<file path="config.mk">
export PLATFORM = sky130hd
export DESIGN_NAME = gpio_port_register_block
export DESIGN_NICKNAME = d
export VERILOG_FILES = /design/src/hdl/gpio_pkg.sv /design/src/hdl/gpio_port_register_block.sv
export SDC_FILE = /design/constraint.sdc
export NUM_CORES = 1
export LEC_CHECK = 0
export ABC_AREA = 1
export BUFFER_PORTS_ARGS = -buffer_cell sky130_fd_sc_hd__clkbuf_2
export CAP_MARGIN = 20
export CELL_PAD_IN_SITES_DETAIL_PLACEMENT = 1
export CELL_PAD_IN_SITES_GLOBAL_PLACEMENT = 1
export CORE_ASPECT_RATIO = 1.25
export CORE_UTILIZATION = 49
export CTS_BUF_LIST = sky130_fd_sc_hd__clkbuf_2 sky130_fd_sc_hd__clkbuf_4 sky130_fd_sc_hd__clkbuf_8
export CTS_CLUSTER_SIZE = 30
export DETAILED_ROUTE_END_ITERATION = 16
export PLACE_DENSITY_LB_ADDON = 0.15
export SLEW_MARGIN = 20
export SYNTH_ARGS = -nofsm -noshare
export SYNTH_HDL_FRONTEND = slang
export SYNTH_SLANG_ARGS = --single-unit
</file>
<file path="constraint.sdc">
create_clock -name aclk -period 7.75 [get_ports aclk]
set_input_delay 1.9375 -clock aclk [delete_from_list [all_inputs] [get_ports aclk]]
set_output_delay 1.9375 -clock aclk [all_outputs]
set_load 0.01 [all_outputs]
</file>
<file path="src/hdl/gpio_pkg.sv">
`timescale 1ns / 1ps
`default_nettype none

package gpio_pkg;

    localparam int PIN_COUNT = 16;

    // Pins that exist; the rest read as zero and ignore writes.
    localparam logic [15:0] PIN_MASK = 16'((32'd1 << PIN_COUNT) - 32'd1);

    localparam int S_TDATA_W = 48;
    localparam int S_TUSER_W = 5;
    localparam int M_TDATA_W = 72;

    typedef enum logic {
        ACT_READ  = 1'b0,
        ACT_WRITE = 1'b1
    } action_t;

    typedef enum logic [3:0] {
        REG_MODE  = 4'd0,
        REG_OTYPE = 4'd1,
        REG_SPEED = 4'd2,
        REG_PULL  = 4'd3,
        REG_IDR   = 4'd4,
        REG_ODR   = 4'd5,
        REG_BSRR  = 4'd6,
        REG_LOCK  = 4'd7,
        REG_AFL   = 4'd8,
        REG_AFH   = 4'd9
    } reg_index_t;

    typedef enum logic [1:0] {
        LOCK_IDLE  = 2'd0,
        LOCK_KEY1  = 2'd1,
        LOCK_KEY0  = 2'd2,
        LOCK_ARMED = 2'd3
    } lock_step_t;

    localparam logic [1:0] MODE_OUTPUT    = 2'b01;
    localparam logic [1:0] MODE_ALTERNATE = 2'b10;

    // Widen a pin mask to a 2-bit-per-pin field mask.
    function automatic logic [31:0] spread2(input logic [15:0] pins);
        logic [31:0] r;
        r = '0;
        for (int i = 0; i < 16; i++) begin
            r[2*i +: 2] = {2{pins[i]}};
        end
        return r;
    endfunction

    // Widen an 8-pin mask to a 4-bit-per-pin field mask.
    function automatic logic [31:0] spread4(input logic [7:0] pins);
        logic [31:0] r;
        r = '0;
        for (int i = 0; i < 8; i++) begin
            r[4*i +: 4] = {4{pins[i]}};
        end
        return r;
    endfunction

endpackage

`default_nettype wire

</file>
<file path="src/hdl/gpio_port_register_block.sv">
`timescale 1ns / 1ps
`default_nettype none
// Channel   Handshake             Payload
// s_        s_tvalid / s_tready   s_tuser: action, reg_index; s_tdata: write_data, pin_levels
// m_        m_tvalid / m_tready   m_tdata: read_data, pad_out, pad_drive_enable,
//                                          write_ignored, lock_engaged
//
// One request is taken per cycle unless a stalled result holds it off; its result is
// registered in the result register. The port registers and the lock sequencer update at the
// accepting edge, so the next request sees them at once.
// A stalled result holds; a new request is taken in the same cycle the held
// result leaves. Reset clears every register but the result data, and clears the lock.

module gpio_port_register_block
    import gpio_pkg::*;
(
    input  wire logic                 aclk,
    input  wire logic                 aresetn,
    input  wire logic                 s_tvalid,
    output      logic                 s_tready,
    input  wire logic [S_TDATA_W-1:0] s_tdata,  // [31:0] write_data, [47:32] pin_levels
    input  wire logic [S_TUSER_W-1:0] s_tuser,  // [0] action, [4:1] reg_index
    output      logic                 m_tvalid,
    input  wire logic                 m_tready,
    output      logic [M_TDATA_W-1:0] m_tdata   // [31:0] read_data, [47:32] pad_out,
                                                // [63:48] pad_drive_enable,
                                                // [64] write_ignored, [65] lock_engaged
);

    logic [31:0] mode_reg,   mode_next;
    logic [15:0] otype_reg,  otype_next;
    logic [31:0] speed_reg,  speed_next;
    logic [31:0] pull_reg,   pull_next;
    logic [15:0] odr_reg,    odr_next;
    logic [15:0] idr_reg,    idr_next;
    logic [31:0] afl_reg,    afl_next;
    logic [31:0] afh_reg,    afh_next;
    logic [15:0] locked_reg, locked_next;
    logic        key_done_reg, key_done_next;
    lock_step_t  step_reg,   step_next;

    logic                 m_valid_reg;
    logic [M_TDATA_W-1:0] m_data_reg, m_data_next;

    logic        accept;
    logic        is_write;
    logic [3:0]  idx;
    logic [31:0] wdata;
    logic        key;
    logic [15:0] lock_mask;
    logic        mask_match;
    logic        lock_wr;
    logic        lock_rd;
    logic        key_set;
    logic [15:0] frozen;
    logic [31:0] allow2;
    logic [31:0] allow_afl;
    logic [31:0] allow_afh;
    logic [31:0] rd;
    logic        ign;
    logic [15:0] drive;

    assign s_tready = !m_valid_reg || m_tready;
    assign accept   = s_tvalid && s_tready;
    assign m_tvalid = m_valid_reg;
    assign m_tdata  = m_data_reg;

    assign is_write   = (s_tuser[0] == ACT_WRITE);
    assign idx        = s_tuser[4:1];
    assign wdata      = s_tdata[31:0];
    assign key        = wdata[16];
    assign lock_mask  = wdata[15:0] & PIN_MASK;
    assign mask_match = (lock_mask == locked_reg);
    assign lock_wr    = accept && is_write && (idx == REG_LOCK) && !key_done_reg;
    assign lock_rd    = accept && !is_write && (idx == REG_LOCK) && !key_done_reg;

    assign frozen    = key_done_reg ? locked_reg : '0;
    assign allow2    = spread2(PIN_MASK & ~frozen);
    assign allow_afl = spread4(PIN_MASK[7:0] & ~frozen[7:0]);
    assign allow_afh = spread4(PIN_MASK[15:8] & ~frozen[15:8]);

    // Lock sequencer: next step.
    always_comb begin
        step_next = step_reg;
        if (lock_wr) begin
            if (step_reg == LOCK_KEY1 && !key && mask_match) begin
                step_next = LOCK_KEY0;
            end else if (step_reg == LOCK_KEY0 && key && mask_match) begin
                step_next = LOCK_ARMED;
            end else begin
                step_next = key ? LOCK_KEY1 : LOCK_IDLE;
            end
        end else if (lock_rd) begin
            step_next = LOCK_IDLE;
        end
    end

    // Lock sequencer: engage on the read that closes the sequence.
    always_comb begin
        key_set = 1'b0;
        unique case (step_reg)
            LOCK_ARMED: key_set = lock_rd;
            default:    key_set = 1'b0;
        endcase
    end

    always_comb begin
        mode_next     = mode_reg;
        otype_next    = otype_reg;
        speed_next    = speed_reg;
        pull_next     = pull_reg;
        odr_next      = odr_reg;
        idr_next      = idr_reg;
        afl_next      = afl_reg;
        afh_next      = afh_reg;
        locked_next   = locked_reg;
        key_done_next = key_done_reg || key_set;
        rd            = '0;
        ign           = 1'b0;

        if (accept) begin
            idr_next = s_tdata[47:32] & PIN_MASK;
            if (!is_write) begin
                unique case (idx)
                    REG_MODE:  rd = mode_reg;
                    REG_OTYPE: rd = {16'd0, otype_reg};
                    REG_SPEED: rd = speed_reg;
                    REG_PULL:  rd = pull_reg;
                    REG_IDR:   rd = {16'd0, idr_next};
                    REG_ODR:   rd = {16'd0, odr_reg};
                    REG_LOCK:  rd = {15'd0, key_done_reg, locked_reg};
                    REG_AFL:   rd = afl_reg;
                    REG_AFH:   rd = afh_reg;
                    default:   rd = '0;
                endcase
            end else begin
                unique case (idx)
                    REG_MODE: begin
                        mode_next = (mode_reg & ~allow2) | (wdata & allow2);
                        ign       = |frozen;
                    end
                    REG_OTYPE: begin
                        otype_next = (otype_reg & ~(PIN_MASK & ~frozen))
                                   | (wdata[15:0] & PIN_MASK & ~frozen);
                        ign        = |frozen;
                    end
                    REG_SPEED: begin
                        speed_next = (speed_reg & ~allow2) | (wdata & allow2);
                        ign        = |frozen;
                    end
                    REG_PULL: begin
                        pull_next = (pull_reg & ~allow2) | (wdata & allow2);
                        ign       = |frozen;
                    end
                    REG_ODR: odr_next = wdata[15:0] & PIN_MASK;
                    // Set wins: clear first, then set.
                    REG_BSRR: odr_next = (odr_reg & ~(wdata[31:16] & PIN_MASK))
                                       | (wdata[15:0] & PIN_MASK);
                    REG_LOCK: begin
                        if (key_done_reg) begin
                            ign = 1'b1;
                        end else if (!((step_reg == LOCK_KEY1 && !key && mask_match) ||
                                       (step_reg == LOCK_KEY0 && key && mask_match))) begin
                            locked_next = lock_mask;
                        end
                    end
                    REG_AFL: begin
                        afl_next = (afl_reg & ~allow_afl) | (wdata & allow_afl);
                        ign      = |frozen[7:0];
                    end
                    REG_AFH: begin
                        afh_next = (afh_reg & ~allow_afh) | (wdata & allow_afh);
                        ign      = |frozen[15:8];
                    end
                    default: ign = 1'b1;
                endcase
            end
        end
    end

    always_comb begin
        for (int i = 0; i < 16; i++) begin
            drive[i] = PIN_MASK[i] && (mode_next[2*i +: 2] == MODE_OUTPUT ||
                                       mode_next[2*i +: 2] == MODE_ALTERNATE);
        end
    end

    assign m_data_next = {6'd0, key_done_next, ign, drive, odr_next, rd};

    always_ff @(posedge aclk) begin
        if (!aresetn) begin
            mode_reg     <= '0;
            otype_reg    <= '0;
            speed_reg    <= '0;
            pull_reg     <= '0;
            odr_reg      <= '0;
            idr_reg      <= '0;
            afl_reg      <= '0;
            afh_reg      <= '0;
            locked_reg   <= '0;
            key_done_reg <= 1'b0;
            step_reg     <= LOCK_IDLE;
            m_valid_reg  <= 1'b0;
        end else begin
            mode_reg     <= mode_next;
            otype_reg    <= otype_next;
            speed_reg    <= speed_next;
            pull_reg     <= pull_next;
            odr_reg      <= odr_next;
            idr_reg      <= idr_next;
            afl_reg      <= afl_next;
            afh_reg      <= afh_next;
            locked_reg   <= locked_next;
            key_done_reg <= key_done_next;
            step_reg     <= step_next;
            if (accept) begin
                m_valid_reg <= 1'b1;
            end else if (m_tready) begin
                m_valid_reg <= 1'b0;
            end
        end
    end

    always_ff @(posedge aclk) begin
        if (accept) begin
            m_data_reg <= m_data_next;
        end
    end

endmodule

`default_nettype wire

</file>
==> out/results.md, run 1 <==
| Stage | Item | Value |
|---|---|---|
| sta | Clock period minus final worst setup slack | 4260 ps |
| finish | Diode count | 0 |
| setup path | Critical Path Start Type | input port |
| grt | Initial antenna violation count | 0 |
| synth | Cell count after synthesis | 1552 |
| die | Starting density of the core | 49.7% |
| synth | Number of synthesis warnings | 0 |
| clock tree | CTS H-tree lvls | 2 |
| synth | Number of enable flip-flop cells after synthesis | 66 |
| job | Max_cap viols | 0 |
| grt | GR Util All Layers | 33.8% |
| setup path | Critical path endpoint category | output port |
| clock tree | Number of sinks driven by the clock tree | 278 |
| place | Final HPWL from detailed placement | 28500 um |
| setup path | Classification of the worst setup path | input port to output port |
| clock tree | Count of buffers added by post-CTS timing repair for setup | 0 |
| clock tree | Total CTS buffers | 47 |
| die | Vert. Die Dim | 178 um |
| die | Top-Level Pins | 131 |
| setup path | Critical register-to-register path startpoint | m_tvalid |
| finish | Layout cell share with drive strength beyond 1 | 15.4% |
| sta | Slew @ Worst Pin | 962 ps |
| detailed routing | Post-detailed-route wirelength per cell | 20.8 um |
| setup path | WP buf/inv | 3 |
| sta | Maximum clock skew at final layout | 23.5 ps |
| synth | Share of synthesized area occupied by flip-flops and latches | 51.3% |
| sta | Setup violators final | 0 |
| sta | Setup tns final | 0 ps |
| clock tree | Count of hold-fix buffers inserted at cts | 0 |
| sta | Slew Viols, Final | 0 |
| detailed routing | Residual DRC | 0 |
| die | Core outline area | 0.0244 mm^2 |
| place | Total of buffers placed on input and output ports | 124 |
| sta | Final clock period utilization by the worst path | 55.0% |
| finish | Fraction of the core area covered by cells at the end of the flow | 57.1% |
| sta | Fmax | 0.235 GHz |
| clock tree | Post-cts sizing count | 0 |
| clock tree | Clock buffer depth | 3 |
| detailed routing | Number of vias per cell after detailed routing | 5.69 |
| grt | Via count of the first global-routing pass | 11900 |
| finish | Number of nets in the finished design | 1728 |
| synth | Main area contributors after synthesis | sky130_fd_sc_hd__dfxtp_1 35%, sky130_fd_sc_hd__edfxtp_1 16%, sky130_fd_sc_hd__nand2_1 8.6% |
| setup path | Reg-to-reg slack, setup | 4930 ps |
| clock tree | Clock transition at the register clock pins on the worst setup and hold paths after CTS | 50 ps |
| synth | Cell accounting for the most synthesized area | sky130_fd_sc_hd__dfxtp_1 |
| synth | Synth unique cells | 34 |
| detailed routing | Total wire length after detailed routing | 42400 um |
| clock tree | Worst-skew pair later-pin latency | 560 ps |
| synth | Total standard cell area after synthesis | 0.0121 mm^2 |
| sta | Unrepaired setup endpoints after global routing | no |
| die | Horizontal die dimension | 143 um |
| die | Die area | 0.0254 mm^2 |
| place | Post-place setup slack | 3230 ps |
| detailed routing | Routed vias | 11600 |
| synth | Fraction of registers with async set/reset | 0% |
| setup path | First element of the critical path | m_tready |
| power | PD cells | 223 mW/mm^2 |
| grt | Maximum number of pins on one net before global-route repair | 105 |
| finish | Synth-to-Final Area Change | 14.9% |
| detailed routing | Total iterations of the first detailed-routing run | 5 |
| outcome | Outcome | finished, final reports clean |
| synth | Yosys top cell area share | 35.0% |
| die | Total number of placement rows | 64 |
| synth | Number of synthesized register bits | 278 |
| setup path | CP delay by family, top | buffers and inverters |
| power | Leak | 0.00589 uW |
| hold path | Worst hold path type | register to register |
| power | Worst vdd rail ir drop | 148 uV |
| setup path | Data required time at the worst endpoint | 5810 ps |
| setup path | Cell mode on critical path | sky130_fd_sc_hd__clkbuf_2 |
| finish | Count of filler cells inserted in the layout | 3107 |
| detailed routing | Final ANT Viol Nets | 0 |
| setup path | Critical-path maximum fanout | 2 |
| grt | Total global routing overflow | 0 |
| setup path | Data arrival time of the worst path | 2320 ps |
| place | Placer Congestion | 0.832 |
| setup path | CP max-delay cell | sky130_fd_sc_hd__clkbuf_2 |
| synth | Synthesized area per cell | 7.82 um^2 |
| sta | Hold_ws | 457 ps |
| sta | Worst setup margin | 3490 ps |
| grt | Global-route wire length before repair | 64600 um |
| setup path | Ordered list of cells on the worst path | clkbuf_2, inv_1, nand2_1, clkbuf_2 |
| sta | Fin. Hold Viols | 0 |
| power | Total Power Consumption | 3110 uW |
| clock tree | CTS tree | done |
| synth | Flip-flop cell with the highest count after synthesis | sky130_fd_sc_hd__dfxtp_1 |
| detailed routing | Initial drt markers | 777 |
| clock tree | Cell at the root of the clock tree | sky130_fd_sc_hd__clkbuf_8 |
| setup path | Delay of the slowest critical-path stage | 130 ps |
| sta | Worst slew slack as a fraction of its limit | 35.9% |
## final cells by class
type	count	area, um^2	share of cell area, %
Tap cell	330	413	2.96
Inverter	150	564	4.05
Multi-Input combinational cell	1061	5040	36.2
Clock buffer	74	912	6.54
Timing Repair Buffer	133	698	5.01
Sequential cell	278	6230	44.6
Clock inverter	13	87.6	0.628
## worst min-delay path, cell delays in order, from the launching register on
cell	delay, ps
sky130_fd_sc_hd__dfxtp_1	290
sky130_fd_sc_hd__inv_1	60
sky130_fd_sc_hd__a21oi_1	50
## synth_stat cells (16+ instances only)
| cell | n |
|---|---|
| sky130_fd_sc_hd__nor3_1 | 16 |
| sky130_fd_sc_hd__inv_1 | 143 |
| sky130_fd_sc_hd__xor2_1 | 16 |
| sky130_fd_sc_hd__nor2_1 | 205 |
| sky130_fd_sc_hd__nor2_2 | 20 |
| sky130_fd_sc_hd__o21ai_1 | 20 |
| sky130_fd_sc_hd__buf_2 | 19 |
| sky130_fd_sc_hd__a21oi_1 | 173 |
| sky130_fd_sc_hd__clkbuf_1 | 38 |
| sky130_fd_sc_hd__edfxtp_1 | 66 |
| sky130_fd_sc_hd__dfxtp_1 | 212 |
| sky130_fd_sc_hd__nand2_1 | 277 |
| sky130_fd_sc_hd__o21ai_0 | 202 |
| sky130_fd_sc_hd__nand3_1 | 41 |
## metrics by stage
stage | area [um^2] | cells
floorplan | 12200 | 1557
detailed placement | 12900 | 1952
finish | 13900 | 2039
global placement | 12900 | 1951
CTS | 13900 | 2039
global route | 13900 | 2039
## cell families after synthesis
| group | after synthesis | share of synthesized area [%] |
|---|---|---|
| compound gates | 452 | 19.9 |
| xor+xnor | 17 | 1.23 |
| buf+inv | 218 | 7.37 |
| flops | 278 | 51.3 |
| other cells | 1 | 0.0309 |
| simple gates | 586 | 20.2 |
## placed cells by master, fill, tap and decap left out, types with 5 or more instances in the layout
cell / Yosys / routed
sky130_fd_sc_hd__a211oi_1: 9 / 9
sky130_fd_sc_hd__a21oi_1: 173 / 173
sky130_fd_sc_hd__a22o_1: 13 / 13
sky130_fd_sc_hd__a31oi_1: 7 / 7
sky130_fd_sc_hd__buf_4: 8 / 9
sky130_fd_sc_hd__clkbuf_2: 0 / 123
sky130_fd_sc_hd__clkbuf_4: 0 / 17
sky130_fd_sc_hd__clkbuf_8: 0 / 57
sky130_fd_sc_hd__clkinv_1: 1 / 5
sky130_fd_sc_hd__clkinv_2: 0 / 8
sky130_fd_sc_hd__conb_1: 1 / 6
sky130_fd_sc_hd__dfxtp_1: 212 / 212
sky130_fd_sc_hd__edfxtp_1: 66 / 66
sky130_fd_sc_hd__inv_1: 143 / 142
sky130_fd_sc_hd__inv_2: 6 / 6
sky130_fd_sc_hd__nand2_1: 277 / 277
sky130_fd_sc_hd__nand2_2: 7 / 7
sky130_fd_sc_hd__nand3_1: 41 / 41
sky130_fd_sc_hd__nand4_1: 8 / 8
sky130_fd_sc_hd__nor2_1: 205 / 204
sky130_fd_sc_hd__nor2_2: 20 / 20
sky130_fd_sc_hd__nor2_4: 10 / 11
sky130_fd_sc_hd__nor3_1: 16 / 16
sky130_fd_sc_hd__o211ai_1: 14 / 14
sky130_fd_sc_hd__o21ai_0: 202 / 202
sky130_fd_sc_hd__o21ai_1: 20 / 20
sky130_fd_sc_hd__o22ai_1: 8 / 8
sky130_fd_sc_hd__xor2_1: 16 / 16
## report_power, final
group          internal, uW  switching (uW)
combinational          47.5             139
clock                   781             608
sequential             1520            13.5
total                  2350             760
## final timing paths
check / endpoint / depth (start not counted)
max: s_tready / 4
min: register / 2
max reg2reg: m_tdata[63] / 6
min reg2reg: register / 2
## metal layers
metal  up-vias  global-route usage (%)  share of wire, %
li1       5402                       -                 -
met1      5696                    41.3                41
met2       399                    58.4                49
met3        97                    5.72               6.2
met4         0                    14.3               3.7
met5         -                       0                 0
Note: power is estimated with default switching activity, not from simulation.
==> run 2: changes to the inputs <==
- CORE_UTILIZATION: 49 -> 45
- clock period: 7.75 -> 4.35 ns (I/O delays scaled with it)
==> out/results.md, run 2 (same netlist as run 1, synthesis figures left out) <==
| Stage | Item | Value | Delta |
|---|---|---|---|
| setup path | Ordered list of cells on the worst path | clkbuf_2, inv_1, nand2_2, clkinv_1, o21ai_0, nor2_2, buf_4, o21ai_0, nand2_1, nand2_1 |  |
| detailed routing | Routed vias | 11500 | -0.91% |
| die | Starting density of the core | 46.2% | -3.5 points |
| clock tree | Total CTS buffers | 46 | -2.1% |
| outcome | Outcome | finished, final reports clean |  |
| setup path | CP max-delay cell | sky130_fd_sc_hd__nor2_2 |  |
| sta | Worst slew slack as a fraction of its limit | 33.7% | -2.1 points |
| clock tree | CTS H-tree lvls | 2 | unchanged |
| grt | Maximum number of pins on one net before global-route repair | 104 | -0.95% |
| setup path | Classification of the worst setup path | input port to register |  |
| grt | GR Util All Layers | 31.2% | -2.6 points |
| detailed routing | Total wire length after detailed routing | 42500 um | +0.43% |
| sta | Unrepaired setup endpoints after global routing | no |  |
| die | Core outline area | 0.0263 mm^2 | +7.5% |
| sta | Maximum clock skew at final layout | 21.0 ps | -2.50 ps |
| setup path | WP buf/inv | 4 | +1 |
| setup path | First element of the critical path | s_tuser[4] |  |
| sta | Setup violators final | 0 | unchanged |
| power | PD cells | 404 mW/mm^2 | +81% |
| sta | Slew Viols, Final | 0 | unchanged |
| detailed routing | Total iterations of the first detailed-routing run | 6 | +1 |
| detailed routing | Number of vias per cell after detailed routing | 5.59 | -1.7% |
| setup path | Number of logic stages on the critical path including buffering | 10 | +6 |
| hold path | Depth of the worst hold-timing path | 2 | unchanged |
| clock tree | Post-cts sizing count | 0 | unchanged |
| setup path | Delay of the slowest critical-path stage | 570 ps | +440 ps |
| power | Fraction of power consumed by the clock network | 46.1% | +1.4 points |
| sta | Fin. Hold Viols | 0 | unchanged |
| setup path | Reg-to-reg slack, setup | 1990 ps | -2940 ps |
| finish | Final Instance Count excl. Fillers | 2055 | +0.78% |
| clock tree | Cell at the root of the clock tree | sky130_fd_sc_hd__clkbuf_8 |  |
| finish | Number of nets in the finished design | 1733 | +0.29% |
| grt | Global-route wire length before repair | 65100 um | +0.76% |
| setup path | Endpoint of the worst setup timing path | m_tdata[43] |  |
| power | Fraction of power consumed by sequential logic | 47.9% | -1.4 points |
| grt | Via count of the first global-routing pass | 11800 | -0.63% |
| setup path | Critical register-to-register path startpoint | m_tvalid |  |
| detailed routing | Initial drt markers | 623 | -20% |
| power | Leak | 0.00595 uW | +0.99% |
| clock tree | CTS tree | done |  |
| finish | Layout cell share with drive strength beyond 1 | 15.8% | +0.30 points |
| setup path | Critical Path Start Type | input port |  |
| power | Worst vdd rail ir drop | 239 uV | +61% |
| detailed routing | Final ANT Viol Nets | 0 | unchanged |
| sta | Slew @ Worst Pin | 994 ps | +32.0 ps |
| detailed routing | Residual DRC | 0 | unchanged |
| place | Final HPWL from detailed placement | 29300 um | +2.8% |
| setup path | Critical path endpoint category | register |  |
| clock tree | Clock buffer depth | 3 | unchanged |
| setup path | Destination of the worst register-to-register timing path | m_tdata[63] |  |
| sta | Final clock period utilization by the worst path | 63.2% |  |
| power | Combinational cell fraction of total power | 5.9% | about the same |
| die | Top-Level Pins | 131 | unchanged |
| setup path | Data required time at the worst endpoint | 4670 ps | -1140 ps |
| detailed routing | Post-detailed-route wirelength per cell | 20.7 um | -0.35% |
| sta | Setup tns final | 0 ps | unchanged |
| grt | Total global routing overflow | 0 | unchanged |
| finish | Most used cells in the layout excluding fill and tap cells | 277 x sky130_fd_sc_hd__nand2_1, 212 x sky130_fd_sc_hd__dfxtp_1, 204 x sky130_fd_sc_hd__nor2_1, 202 x sky130_fd_sc_hd__o21ai_0, 173 x sky130_fd_sc_hd__a21oi_1 |  |
| setup path | Critical-path maximum fanout | 17 | +15 |
| finish | Commonest non-fill, non-tap cell in the layout | sky130_fd_sc_hd__nand2_1 |  |
| clock tree | Worst-skew pair later-pin latency | 580 ps | +20 ps |
| power | Net switching component of the power | 1360 uW | +79% |
| grt | Initial antenna violation count | 1 | +1 |
| die | Vert. Die Dim | 186 um | +4.3% |
| clock tree | Count of hold-fix buffers inserted at cts | 0 | unchanged |
| power | Internal power of the cells | 4320 uW | +84% |
| setup path | CP delay by family, top | buffers and inverters |  |
| place | # placed instances | 1968 | +0.82% |
| die | Horizontal die dimension | 149 um | +4.3% |
| setup path | Data arrival time of the worst path | 3080 ps | +760 ps |
| job | Max_cap viols | 0 | unchanged |
| place | Total of buffers placed on input and output ports | 124 | unchanged |
| hold path | Worst hold path type | register to register |  |
| die | Die area | 0.0276 mm^2 | +8.8% |
| place | Placer Congestion | 0.881 | +5.8% |
| clock tree | Count of buffers added by post-CTS timing repair for setup | 0 | unchanged |
| sta | Fmax | 0.364 GHz |  |
| clock tree | Number of sinks driven by the clock tree | 278 | unchanged |
| finish | Count of filler cells inserted in the layout | 3347 | +7.7% |
| power | Sw frac | 24.0% | -0.53 points |
| die | Total number of placement rows | 66 | +3.1% |
| clock tree | Clock transition at the register clock pins on the worst setup and hold paths after CTS | 60 ps | about the same |
| sta | Clock period minus final worst setup slack | 2750 ps |  |
| setup path | Number of cells traversed by the worst register-to-register path | 6 | unchanged |
| finish | Synth-to-Final Area Change | 15.9% |  |
-- run 2: changes by cell type in the layout (fill, tap and decap cells not counted), moves of 2 or more --
cell / change
sky130_fd_sc_hd__clkinv_2: -2
sky130_fd_sc_hd__inv_6: +2
sky130_fd_sc_hd__bufinv_16: +2
sky130_fd_sc_hd__clkbuf_8: +4
sky130_fd_sc_hd__buf_4: +7
sky130_fd_sc_hd__clkbuf_4: -6
-- run 2: final cells by class --
| class | count | area [um^2] | share of cell area [%] |
|---|---|---|---|
| antenna | 1 | 2.50 | 0.0178 |
| clock buffer | 72 | 922 | 6.56 |
| clock inverter | 14 | 149 | 1.06 |
| inverter | 150 | 566 | 4.02 |
| multi-input combinational | 1061 | 5040 | 35.8 |
| sequential | 278 | 6230 | 44.3 |
| tap | 340 | 425 | 3.02 |
| timing repair buffer | 139 | 736 | 5.23 |
-- run 2: power by group through the flow --
stage	clock network (uW)	registers, uW	logic [uW]
floorplan	0	2790	158
global placement	0	2780	323
detailed placement	0	2780	331
CTS	2670	2720	335
global route	2770	2730	365
finish	2620	2720	336
-- run 2: metrics by stage --
| step | area [um^2] | utilization (%) | power (uW) | setup WS [ps] | hold WS, ps |
|---|---|---|---|---|---|
| detailed placement | 13000 | 49.5 | 3110 | 1090 | 447 |
| floorplan | 12200 | - | 2950 | 641 | 425 |
| CTS | 14100 | 53.6 | 5730 | 1680 | 456 |
| finish | 14100 | 53.6 | 5680 | 1600 | 452 |
| global route | 14100 | 53.6 | 5860 | 1420 | 483 |
| global placement | 13000 | 49.5 | 3100 | 1180 | 436 |
-- run 2: worst min path at each step --
| stage | startpoint | end | slack [ps] |
|---|---|---|---|
| 2_1_floorplan | register | register | 420 |
| 3_3_place_gp | register | register | 440 |
| 3_5_place_dp | register | register | 450 |
| 4_1_cts | register | register | 460 |
| 5_1_grt | register | register | 480 |
| 6_report | register | register | 450 |
-- run 2: routing by layer --
layer / track usage [%] / share of wire, %
met5: 0 / 0
met4: 13.7 / 3.8
met3: 5.00 / 5.3
met2: 54.7 / 50
met1: 37.4 / 41
-- run 2: worst reg2reg max path, cell delays in order, from the launching register on --
cell and delay (ps):
sky130_fd_sc_hd__dfxtp_1 340, sky130_fd_sc_hd__a21oi_4 230, sky130_fd_sc_hd__nand2_2 190, sky130_fd_sc_hd__nor2_4 540, sky130_fd_sc_hd__nand2_1 240, sky130_fd_sc_hd__o21ai_0 380
sky130_fd_sc_hd__xor2_1 150
==> run 3: changes to the inputs <==
- CORE_UTILIZATION: 45 -> 41
- clock period: 4.35 -> 2.46 ns (I/O delays scaled with it)
==> out/results.md, run 3 (same netlist as run 1, synthesis figures left out) <==
| Stage | Item | Value | Delta |
|---|---|---|---|
| clock tree | Number of sinks driven by the clock tree | 278 | unchanged |
| power | Combinational cell fraction of total power | 6.4% | +0.5 points |
| grt | Via count of the first global-routing pass | 11700 | -0.59% |
| finish | Most used cells in the layout excluding fill and tap cells | 274 x sky130_fd_sc_hd__nand2_1, 212 x sky130_fd_sc_hd__dfxtp_1, 201 x sky130_fd_sc_hd__nor2_1, 182 x sky130_fd_sc_hd__o21ai_0, 173 x sky130_fd_sc_hd__a21oi_1 |  |
| setup path | Data required time at the worst endpoint | 2900 ps | -1770 ps |
| grt | Maximum number of pins on one net before global-route repair | 103 | -0.96% |
| setup path | Reg-to-reg slack, setup | 520 ps | -1470 ps |
| setup path | First element of the critical path | m_tvalid |  |
| die | Horizontal die dimension | 156 um | +4.7% |
| die | Vert. Die Dim | 194 um | +4.7% |
| power | Fraction of power consumed by sequential logic | 48.7% | +0.8 points |
| hold path | Worst hold path type | input port to register |  |
| place | Placer Congestion | 0.849 | -3.6% |
| place | Post-place instance area | 0.0135 mm^2 | +3.8% |
| power | PD cells | 682 mW/mm^2 | +69% |
| sta | Unrepaired setup endpoints after global routing | no |  |
| finish | Number of nets in the finished design | 1767 | +2.0% |
| clock tree | Clock buffer depth | 3 | unchanged |
| hold path | Hold path startpoint | s_tvalid |  |
| detailed routing | Post-detailed-route wirelength per cell | 19.8 um | -4.6% |
| clock tree | Cell at the root of the clock tree | sky130_fd_sc_hd__clkbuf_8 |  |
| clock tree | Worst-skew pair later-pin latency | 580 ps | about the same |
| clock tree | Clock transition at the register clock pins on the worst setup and hold paths after CTS | 60 ps | about the same |
| sta | Maximum clock skew at final layout | 35.0 ps | +14.0 ps |
| finish | Synth-to-Final Area Change | 19.5% |  |
| power | Net switching component of the power | 2420 uW | +78% |
| clock tree | Post-cts sizing count | 0 | unchanged |
| hold path | Hold EP | m_tvalid |  |
| finish | Non-Filler Cell Area, Final | 0.0145 mm^2 | +3.1% |
| clock tree | Count of hold-fix buffers inserted at cts | 0 | unchanged |
| setup path | Classification of the worst setup path | register to register |  |
| die | Total number of placement rows | 70 | +6.1% |
| setup path | Critical Path Start Type | register |  |
| grt | Initial antenna violation count | 0 | -1 |
| setup path | Critical-path maximum fanout | 8 | -9 |
| detailed routing | Number of vias per cell after detailed routing | 5.32 | -4.9% |
| sta | Hold_ws | 308 ps | -145 ps |
| finish | Count of filler cells inserted in the layout | 3674 | +9.8% |
| sta | Setup tns final | 0 ps | unchanged |
| setup path | Critical path endpoint category | register |  |
| place | # placed instances | 2056 | +4.5% |
| clock tree | CTS H-tree lvls | 2 | unchanged |
| grt | GR Util All Layers | 28.4% | -2.8 points |
| detailed routing | Initial drt markers | 641 | +2.9% |
| power | Worst vdd rail ir drop | 393 uV | +65% |
| sta | Fmax | 0.515 GHz |  |
| clock tree | Total CTS buffers | 48 | +4.3% |
| place | Final HPWL from detailed placement | 30100 um | +2.7% |
| finish | Layout cell share with drive strength beyond 1 | 17.7% | +2.0 points |
| sta | Clock period minus final worst setup slack | 1940 ps |  |
| power | Internal power of the cells | 7470 uW | +73% |
| finish | Multi-input gate area | 0.00512 mm^2 | +1.5% |
| die | Core outline area | 0.0292 mm^2 | +11% |
| power | Fraction of power consumed by the clock network | 44.9% | -1.2 points |
| power | Sw frac | 24.4% | +0.49 points |
| finish | Commonest non-fill, non-tap cell in the layout | sky130_fd_sc_hd__nand2_1 |  |
| detailed routing | Routed vias | 11400 | -0.84% |
| detailed routing | Total iterations of the first detailed-routing run | 8 | +2 |
| power | Leak | 0.00613 uW | +2.9% |
| die | Starting density of the core | 41.6% | -4.6 points |
| clock tree | Count of buffers added by post-CTS timing repair for setup | 0 | unchanged |
| die | Die area | 0.0303 mm^2 | +9.6% |
| setup path | Data arrival time of the worst path | 2380 ps | -700 ps |
| sta | Fin. Hold Viols | 0 | unchanged |
| sta | Final clock period utilization by the worst path | 78.9% |  |
| outcome | Outcome | finished, final reports clean |  |
| sta | Slew Viols, Final | 0 | unchanged |
| place | Post-place setup slack | 41.3 ps | -1050 ps |
| detailed routing | Residual DRC | 0 | unchanged |
| sta | Setup violators final | 0 | unchanged |
| setup path | Critical register-to-register path startpoint | m_tvalid |  |
| hold path | Depth of the worst hold-timing path | 3 | +1 |
| grt | Total global routing overflow | 0 | unchanged |
| place | Total of buffers placed on input and output ports | 124 | unchanged |
| clock tree | CTS tree | done |  |
| sta | Worst setup margin | 519 ps | -1080 ps |
| finish | Diode count | 0 | -1 |
| finish | Final Instance Count excl. Fillers | 2143 | +4.3% |
| setup path | Number of cells traversed by the worst register-to-register path | 8 | +2 |
| die | Top-Level Pins | 131 | unchanged |
| grt | Global-route wire length before repair | 65800 um | +1.1% |
| finish | Combined flip-flop and latch cell area | 0.00623 mm^2 | unchanged |
| sta | Slew @ Worst Pin | 577 ps | -417 ps |
| sta | Worst slew slack as a fraction of its limit | 61.5% | +28 points |
| detailed routing | Total wire length after detailed routing | 42300 um | -0.50% |
| job | Max_cap viols | 0 | unchanged |
| detailed routing | Final ANT Viol Nets | 0 | unchanged |
==> run 3: changes by cell type in the layout (fill, tap and decap cells not counted), moves of 5 or more <==
| cell | before | now |
|---|---|---|
| sky130_fd_sc_hd__clkbuf_4 | 11 | 18 |
| sky130_fd_sc_hd__buf_12 | 0 | 8 |
| sky130_fd_sc_hd__clkinv_2 | 6 | 1 |
| sky130_fd_sc_hd__buf_4 | 16 | 40 |
| sky130_fd_sc_hd__nor2_2 | 21 | 15 |
| sky130_fd_sc_hd__o21ai_0 | 202 | 182 |
| sky130_fd_sc_hd__nor2_4 | 10 | 19 |
| sky130_fd_sc_hd__o21ai_1 | 20 | 38 |
==> run 3: routing by layer <==
layer	share of wire, %	vias to the layer above	track usage [%]
met5	0	-	0
met4	2.6	0	9.01
met3	3.9	73	3.59
met2	49	243	48.5
met1	45	5600	36.9
li1	-	5477	-
==> run 3: how the worst max path moves through the flow <==
| stage | slack [ps] | endpoint |
|---|---|---|
| 2_1_floorplan | -710 | m_tdata[57] |
| 3_3_place_gp | 110 | register |
| 3_5_place_dp | 40 | register |
| 4_1_cts | 500 | register |
| 5_1_grt | 380 | register |
| 6_report | 520 | register |
==> run 3: final cells by class <==
cell class                 count  area share, %
multi-input combinational   1061           35.3
clock inverter                 7          0.190
sequential                   278           42.9
tap                          396           3.42
inverter                     150           3.97
timing repair buffer         171           7.42
clock buffer                  80           6.81
==> run 3: power groups by stage <==
stage | combinational, uW | clock, uW | sequential, uW
3_3_place_gp | 614 | 0 | 4910
5_1_grt | 681 | 4710 | 4830
2_1_floorplan | 285 | 0 | 4940
3_5_place_dp | 625 | 0 | 4920
6_report | 628 | 4450 | 4820
4_1_cts | 629 | 4520 | 4820
==> run 3: per-stage QoR <==
stage | util (%) | total power [uW]
after detailed placement | 46.3 | 5540
after global placement | 46.3 | 5530
after floorplan | - | 5220
final | 49.7 | 9890
after global routing | 49.7 | 10200
after CTS | 49.7 | 9970
==> run 3: worst max-delay path: stages (launching register included) <==
cell and delay (ps):
sky130_fd_sc_hd__dfxtp_1 340, sky130_fd_sc_hd__a21oi_4 220, sky130_fd_sc_hd__nand2_2 190, sky130_fd_sc_hd__inv_2 160
sky130_fd_sc_hd__nand2_2 200, sky130_fd_sc_hd__nor2_1 350, sky130_fd_sc_hd__inv_1 150, sky130_fd_sc_hd__nor2_1 120
sky130_fd_sc_hd__nor2_1 70
